[config.mk]
export PLATFORM = sky130hd
export DESIGN_NAME = pcs_ctrl
export DESIGN_NICKNAME = d
export VERILOG_FILES = /design/src/pcs_pkg.sv /design/src/pcs_ctrl.sv
export SDC_FILE = /design/constraint.sdc
export NUM_CORES = 1
export LEC_CHECK = 0
export BUFFER_PORTS_ARGS = -buffer_cell sky130_fd_sc_hd__buf_2
export CORE_ASPECT_RATIO = 0.75
export CORE_MARGIN = 5
export CORE_UTILIZATION = 30
export CTS_CLUSTER_DIAMETER = 80
export CTS_CLUSTER_SIZE = 10
export DETAILED_ROUTE_END_ITERATION = 8
export PLACE_DENSITY = 0.52
export SETUP_SLACK_MARGIN = 0.02
export SLEW_MARGIN = 20
export SYNTH_ARGS = -nofsm -noshare
export SYNTH_HDL_FRONTEND = slang
export SYNTH_SLANG_ARGS = --single-unit
[constraint.sdc]
create_clock -name clk -period 7.7 [get_ports clk]
set_clock_uncertainty 0.2 [all_clocks]
set_input_delay 0.77 -clock clk [delete_from_list [all_inputs] [get_ports clk]]
set_output_delay 0.77 -clock clk [all_outputs]
set_load 0.005 [all_outputs]
[src/pcs_pkg.sv]
// Shared constants, payload types and control structs of the stride-2 pointwise convolution.
package pcs_pkg;

  localparam int IN_CH      = 64;
  localparam int OUT_CH     = 32;
  localparam int DATA_WIDTH = 16;
  localparam int FRAC_BITS  = 8;

  localparam int OC_W = (OUT_CH > 1) ? $clog2(OUT_CH) : 1;
  localparam int IC_W = (IN_CH > 1) ? $clog2(IN_CH) : 1;
  localparam int WA_W = (OUT_CH * IN_CH > 1) ? $clog2(OUT_CH * IN_CH) : 1;

  localparam int CNT_W  = 10;
  localparam int HALF_W = 9;
  localparam int SIZE_W = 11;
  localparam logic [SIZE_W-1:0] COUNT_LIMIT = 11'd1024;
  localparam logic [SIZE_W-1:0] MAP_RESET   = 11'd56;

  localparam logic [1:0] CMD_WEIGHT = 2'd0;
  localparam logic [1:0] CMD_BIAS   = 2'd1;
  localparam logic [1:0] CMD_ACT    = 2'd2;

  localparam int CFG_IDX_W = 1;
  localparam logic [CFG_IDX_W-1:0] CFG_MAP_WIDTH  = 1'b0;
  localparam logic [CFG_IDX_W-1:0] CFG_MAP_HEIGHT = 1'b1;

  typedef struct packed {
    logic [1:0]                   command;
    logic [5:0]                   out_index;
    logic [7:0]                   in_index;
    logic signed [DATA_WIDTH-1:0] sample;
    logic                         frame_start;
  } in_t;

  typedef struct packed {
    logic [5:0]                   out_channel;
    logic [8:0]                   out_row;
    logic [8:0]                   out_col;
    logic signed [DATA_WIDTH-1:0] result;
    logic                         last;
  } out_t;

  typedef struct packed {
    logic              take;
    logic [IC_W-1:0]   chan;
    logic [HALF_W-1:0] row_half;
    logic [HALF_W-1:0] col_half;
    logic              calc_issue;
    logic              emit_issue;
    logic [OC_W-1:0]   f;
    logic              last_f;
  } ctl_cmd_t;

  typedef struct packed {
    logic emit_room;
  } dp_sts_t;

endpackage

[src/pcs_ctrl.sv]
// Controller: request acceptance, pixel and channel counters, map size registers and pass sequencing.
module pcs_ctrl (
  input  logic                                clk,
  input  logic                                rst_n,
  input  logic                                in_valid,
  input  pcs_pkg::in_t                        in_data,
  output logic                                in_ready,
  input  logic                                cfg_we,
  input  logic [pcs_pkg::CFG_IDX_W-1:0]       cfg_index,
  input  logic [pcs_pkg::SIZE_W-1:0]          cfg_data,
  input  pcs_pkg::dp_sts_t                    sts,
  output pcs_pkg::ctl_cmd_t                   cmd
);

  typedef enum logic [3:0] {
    S_IDLE  = 4'b0001,
    S_CALC  = 4'b0010,
    S_DRAIN = 4'b0100,
    S_EMIT  = 4'b1000
  } state_t;

  state_t                        state_r, state_nxt;
  logic [pcs_pkg::OC_W-1:0]      f_r, f_nxt;
  logic                          drain_r, drain_nxt;
  logic                          emit_r, emit_nxt;
  logic [pcs_pkg::IC_W-1:0]      chan_r, chan_nxt;
  logic [pcs_pkg::CNT_W-1:0]     row_r, row_nxt;
  logic [pcs_pkg::CNT_W-1:0]     col_r, col_nxt;
  logic [pcs_pkg::SIZE_W-1:0]    width_r, height_r;

  logic                          accept;
  logic [pcs_pkg::IC_W-1:0]      cur_chan;
  logic [pcs_pkg::CNT_W-1:0]     cur_row, cur_col;
  logic                          kept, last_chan, last_f;
  logic [pcs_pkg::SIZE_W-1:0]    row_inc, col_inc, width_lim, height_lim;
  logic                          row_wrap, col_wrap;

  assign in_ready = (state_r == S_IDLE);
  assign accept   = in_valid && in_ready;

  always_comb begin
    cur_chan   = in_data.frame_start ? '0 : chan_r;
    cur_row    = in_data.frame_start ? '0 : row_r;
    cur_col    = in_data.frame_start ? '0 : col_r;
    kept       = !cur_row[0] && !cur_col[0];
    last_chan  = (cur_chan == pcs_pkg::IC_W'(pcs_pkg::IN_CH - 1));
    last_f     = (f_r == pcs_pkg::OC_W'(pcs_pkg::OUT_CH - 1));
    width_lim  = (width_r > pcs_pkg::COUNT_LIMIT) ? pcs_pkg::COUNT_LIMIT : width_r;
    height_lim = (height_r > pcs_pkg::COUNT_LIMIT) ? pcs_pkg::COUNT_LIMIT : height_r;
    col_inc    = {1'b0, cur_col} + 11'd1;
    row_inc    = {1'b0, cur_row} + 11'd1;
    col_wrap   = (col_inc >= width_lim);
    row_wrap   = (row_inc >= height_lim);
  end

  always_comb begin
    state_nxt = state_r;
    f_nxt     = f_r;
    drain_nxt = drain_r;
    emit_nxt  = emit_r;
    chan_nxt  = chan_r;
    row_nxt   = row_r;
    col_nxt   = col_r;
    cmd       = '0;
    cmd.take     = accept;
    cmd.chan     = cur_chan;
    cmd.row_half = cur_row[pcs_pkg::CNT_W-1:1];
    cmd.col_half = cur_col[pcs_pkg::CNT_W-1:1];
    cmd.f        = f_r;
    cmd.last_f   = last_f;
    case (state_r)
      S_IDLE: begin
        if (accept && (in_data.command == pcs_pkg::CMD_ACT)) begin
          row_nxt = cur_row;
          col_nxt = cur_col;
          if (last_chan) begin
            chan_nxt = '0;
            col_nxt  = col_wrap ? '0 : col_inc[pcs_pkg::CNT_W-1:0];
            if (col_wrap) begin
              row_nxt = row_wrap ? '0 : row_inc[pcs_pkg::CNT_W-1:0];
            end
          end else begin
            chan_nxt = cur_chan + 1'b1;
          end
          if (kept) begin
            state_nxt = S_CALC;
            f_nxt     = '0;
            emit_nxt  = last_chan;
          end
        end
      end
      S_CALC: begin
        cmd.calc_issue = 1'b1;
        if (last_f) begin
          state_nxt = S_DRAIN;
          drain_nxt = 1'b0;
          f_nxt     = '0;
        end else begin
          f_nxt = f_r + 1'b1;
        end
      end
      S_DRAIN: begin
        drain_nxt = 1'b1;
        if (drain_r) begin
          state_nxt = emit_r ? S_EMIT : S_IDLE;
        end
      end
      S_EMIT: begin
        if (sts.emit_room) begin
          cmd.emit_issue = 1'b1;
          if (last_f) begin
            state_nxt = S_IDLE;
            f_nxt     = '0;
          end else begin
            f_nxt = f_r + 1'b1;
          end
        end
      end
      default: begin
        state_nxt = S_IDLE;
      end
    endcase
  end

  always_ff @(posedge clk) begin
    if (!rst_n) begin
      state_r <= S_IDLE;
      f_r     <= '0;
      drain_r <= 1'b0;
      emit_r  <= 1'b0;
      chan_r  <= '0;
      row_r   <= '0;
      col_r   <= '0;
    end else begin
      state_r <= state_nxt;
      f_r     <= f_nxt;
      drain_r <= drain_nxt;
      emit_r  <= emit_nxt;
      chan_r  <= chan_nxt;
      row_r   <= row_nxt;
      col_r   <= col_nxt;
    end
  end

  always_ff @(posedge clk) begin
    if (!rst_n) begin
      width_r  <= pcs_pkg::MAP_RESET;
      height_r <= pcs_pkg::MAP_RESET;
    end else if (cfg_we) begin
      case (cfg_index)
        pcs_pkg::CFG_MAP_WIDTH:  width_r  <= cfg_data;
        pcs_pkg::CFG_MAP_HEIGHT: height_r <= cfg_data;
        default: begin
        end
      endcase
    end
  end

endmodule

==> impl_metrics.csv <==
group,metric,value,unit
outcome,status,"finished clean",
yosys,post-synth-top-area-cell,"dfxtp_1",
setup_path,crit_type,"in -> reg",
cells_and_area,drive_above_1_share,0.1648,
timing,fmax,232.3,MHz
grt,grt_most_used_layer,"met2",
grt,grt_max_degree,49,
clock_network,cts_resized,0,
routing,detail-route-antenna-nets,0,
power,p_leak,1.926,nW
floorplan,coreArea,12260,µm²
yosys,synth_nets,557,
routing,firstDrtPassIters,5,
power,powerDensity,193.6,nW/µm²
cells_and_area,final_area,4471,µm²
floorplan,die_area,14810,µm²
grt,grt_pass1_vias,3291,
setup_path,critPathMostFrequentCell,"ha_1",
grt,grt.met3_usage,0.04012,
yosys,ys_warn_count,0,
yosys,ys_seq_area_frac,0.3160,
timing,rsz0062_at_grt,"false",
yosys,synth_area_leaders,"dfxtp_1 (32%), nand2_1 (9.2%), ha_1 (9.0%)",
floorplan,num_rows,35,
yosys,ys_ff_latch,59,
timing,slew-limit-headroom,0.4510,
setup_path,cp_data_arrival_time,4320,ps
cells_and_area,antenna_cells,0,
routing,drt_wl_total,9978,µm
cells_and_area,fillCellCount,1262,
routing,drc_errors,0,
timing,setup_viol,0,
setup_path,worstPathCellList,"buf_2, buf_4, nor2b_1, ha_1, nand3_1, nor2_1, xor2_1, ha_1, and3_1, a22o_1, nor4_1, a21boi_0, and4_1, mux2_2",
floorplan,ioPinCount,84,
grt,grt_first_pass_wirelength,16300,µm
yosys,netlist.area_leader.share,0.3160,
setup_path,worstSetupStartpointType,"input pin",
yosys,synthArstFlopShare,0,
clock_network,insertion_delay,330,ps
clock_network,post_cts_buffers,0,
timing,worst_pin_slew,820.5,ps
yosys,yosysUniqueCellTypes,65,
setup_path,crit_path_max_incr_delay,530,ps
timing,hold_violations,0,
setup_path,worstPathMaxFanout,48,
timing,period_share,0.5590,
yosys,netlist_instances,480,
clock_network,cts_tree,"done",
grt,antenna_found_initial,0,
routing,routedWlPerCell,14.38,µm
floorplan,die_x,138.9,µm
timing,tns,0,ps
setup_path,worstPathRequired,7710,ps
routing,via_per_inst,5.073,
placement,place_area,4109,µm²
routing,vias,3521,
cells_and_area,multi_input_area,2406,µm²
grt,grtUsageMet1,0.1883,
job,drv_cap,0,
grt,grt_usage,0.1350,
cells_and_area,nets,600,
grt,grtUsageMet2,0.2027,
clock_network,clkSlewWorstSetupHoldPaths,50,ps
clock_network,clockBufferDepth,2,
placement,gp_congestion,0.7860,
min_path,hold_class,"reg -> reg",
clock_network,clock-sinks,59,
grt,overflow,0,
routing,initialDrtViolationCount,145,
floorplan,die_h,106.7,µm
timing,slew_violations,0,
placement,io_buffers,53,
power,ir_worst_vdd,0.1131,mV
yosys,netlist_area,3737,µm²
placement,dp_hpwl,7490,µm
yosys,avgSynthCellArea,7.786,µm²
cells_and_area,seq_area,1181,µm²
clock_network,cts_hold_buf,0,
yosys,ys.flop_type,"dfxtp_1",
clock_network,htree_levels,3,
floorplan,start_util,0.3048,
timing,min_period,4305,ps
cells_and_area,syn_to_final_growth,19.62,%
setup_path,cp-end-kind,"flop",
yosys,synth-edff-count,0,
setup_path,slowest_stage,"nor4_1",
clock_network,cts_root_buf,"clkbuf_16",
clock_network,cts_made_buffers,9,
[cell type report]
cell class	instances	area share
Multi-Input combinational cell	389	0.5382
Clock inverter	4	0.02127
Tap cell	166	0.04646
Timing Repair Buffer	55	0.06269
Inverter	9	0.007557
Clock buffer	12	0.05961
Sequential cell	59	0.2642
[routing by layer]
layer	share of wire	vias up
met1	0.51	1650
met4	0.0057	0
met5	0	-
met3	0.050	6
li1	-	1785
met2	0.44	80
[kinds of logic (layout without fill, tap and decap cells)]
family / count (synthesis) / in the layout / share of synthesized area
simple gates: 240 / 240 / 0.3244
compound gates: 103 / 103 / 0.1835
flops: 59 / 59 / 0.3160
buf+inv: 32 / 80 / 0.04017
fa+ha+maj: 27 / 27 / 0.09039
xor+xnor: 17 / 17 / 0.03984
mux: 2 / 2 / 0.005691
[sequential cells by signal, summed over array words and instances (netlist names)]
register  flops
width_r      11
f_r           5
row_r        10
drain_r       1
emit_r        1
height_r     11
col_r        10
state_r       4
chan_r        6
[critical path: cells and delay by family]
family | cells | cell delay [ps]
AO/OA/AOI/OAI | 2 | 470
AND/OR/NAND/NOR | 6 | 1600
multiplexers | 1 | 280
adder cells (fa/ha/maj) | 2 | 550
buffers and inverters | 2 | 350
XOR/XNOR | 1 | 270
[cell usage in the layout, fill, tap and decap left out, types with 5 or more instances in the layout]
cell type and n:
dfxtp_1 59, nand2b_1 8, nor2b_1 27, nand2_1 92, ha_1 27, and3_1 6
a32oi_1 11, clkbuf_16 9, a21oi_1 36, o21ai_0 18, xor2_1 9, xnor2_1 8
buf_2 53, a31oi_1 5, and4_1 5, nand3_1 23, nor3_1 8, inv_1 7
nor2_1 42
[metrics by stage]
stage / utilization / std cells / power, mW / hold slack (ps) / setup slack, ps
6_report: 0.3646 / 694 / 0.8655 / 252.4 / 3395
5_1_grt: 0.3646 / 694 / 0.8966 / 276.6 / 2990
4_1_cts: 0.3646 / 694 / 0.8779 / 252.8 / 3468
3_3_place_gp: 0.3351 / 678 / 0.3878 / 244.2 / 3079
3_5_place_dp: 0.3351 / 678 / 0.3891 / 245.4 / 3154
2_1_floorplan: - / 480 / 0.3694 / 231.8 / 3395
[cells in the mapped netlist (3+ instances only)]
cell / number
o21ai_0: 18
buf_1: 4
nand2_1: 92
nand3_1: 23
clkbuf_1: 11
buf_4: 3
and3_1: 6
nand2b_1: 8
a31oi_1: 5
a21o_1: 4
a21oi_1: 36
and2_1: 3
nor2b_1: 27
ha_1: 27
o21a_1: 3
xor2_1: 9
nor3_1: 8
a22o_1: 4
and4_1: 5
buf_2: 3
inv_1: 7
xnor2_1: 8
dfxtp_1: 59
nand4_1: 3
a32oi_1: 11
and3b_1: 3
nor2_1: 42
[final timing paths]
path	to	startpoint	cells after the start	slack, ps
hold / removal	height_r[0]	height_r[0]	2	250
setup / recovery	row_r[0]	in_data[0]	14	3400
setup reg to reg	row_r[0]	col_r[0]	12	3790
hold reg to reg	height_r[0]	height_r[0]	2	250
[power breakdown]
group          internal (mW)  leakage, nW  switching (mW)
Combinational         0.0234         1.27          0.0411
Sequential             0.313        0.479         0.00513
Clock                  0.342        0.179           0.141
Total                  0.679         1.93           0.187
No activity file was read; power rests on OpenSTA's default activity.
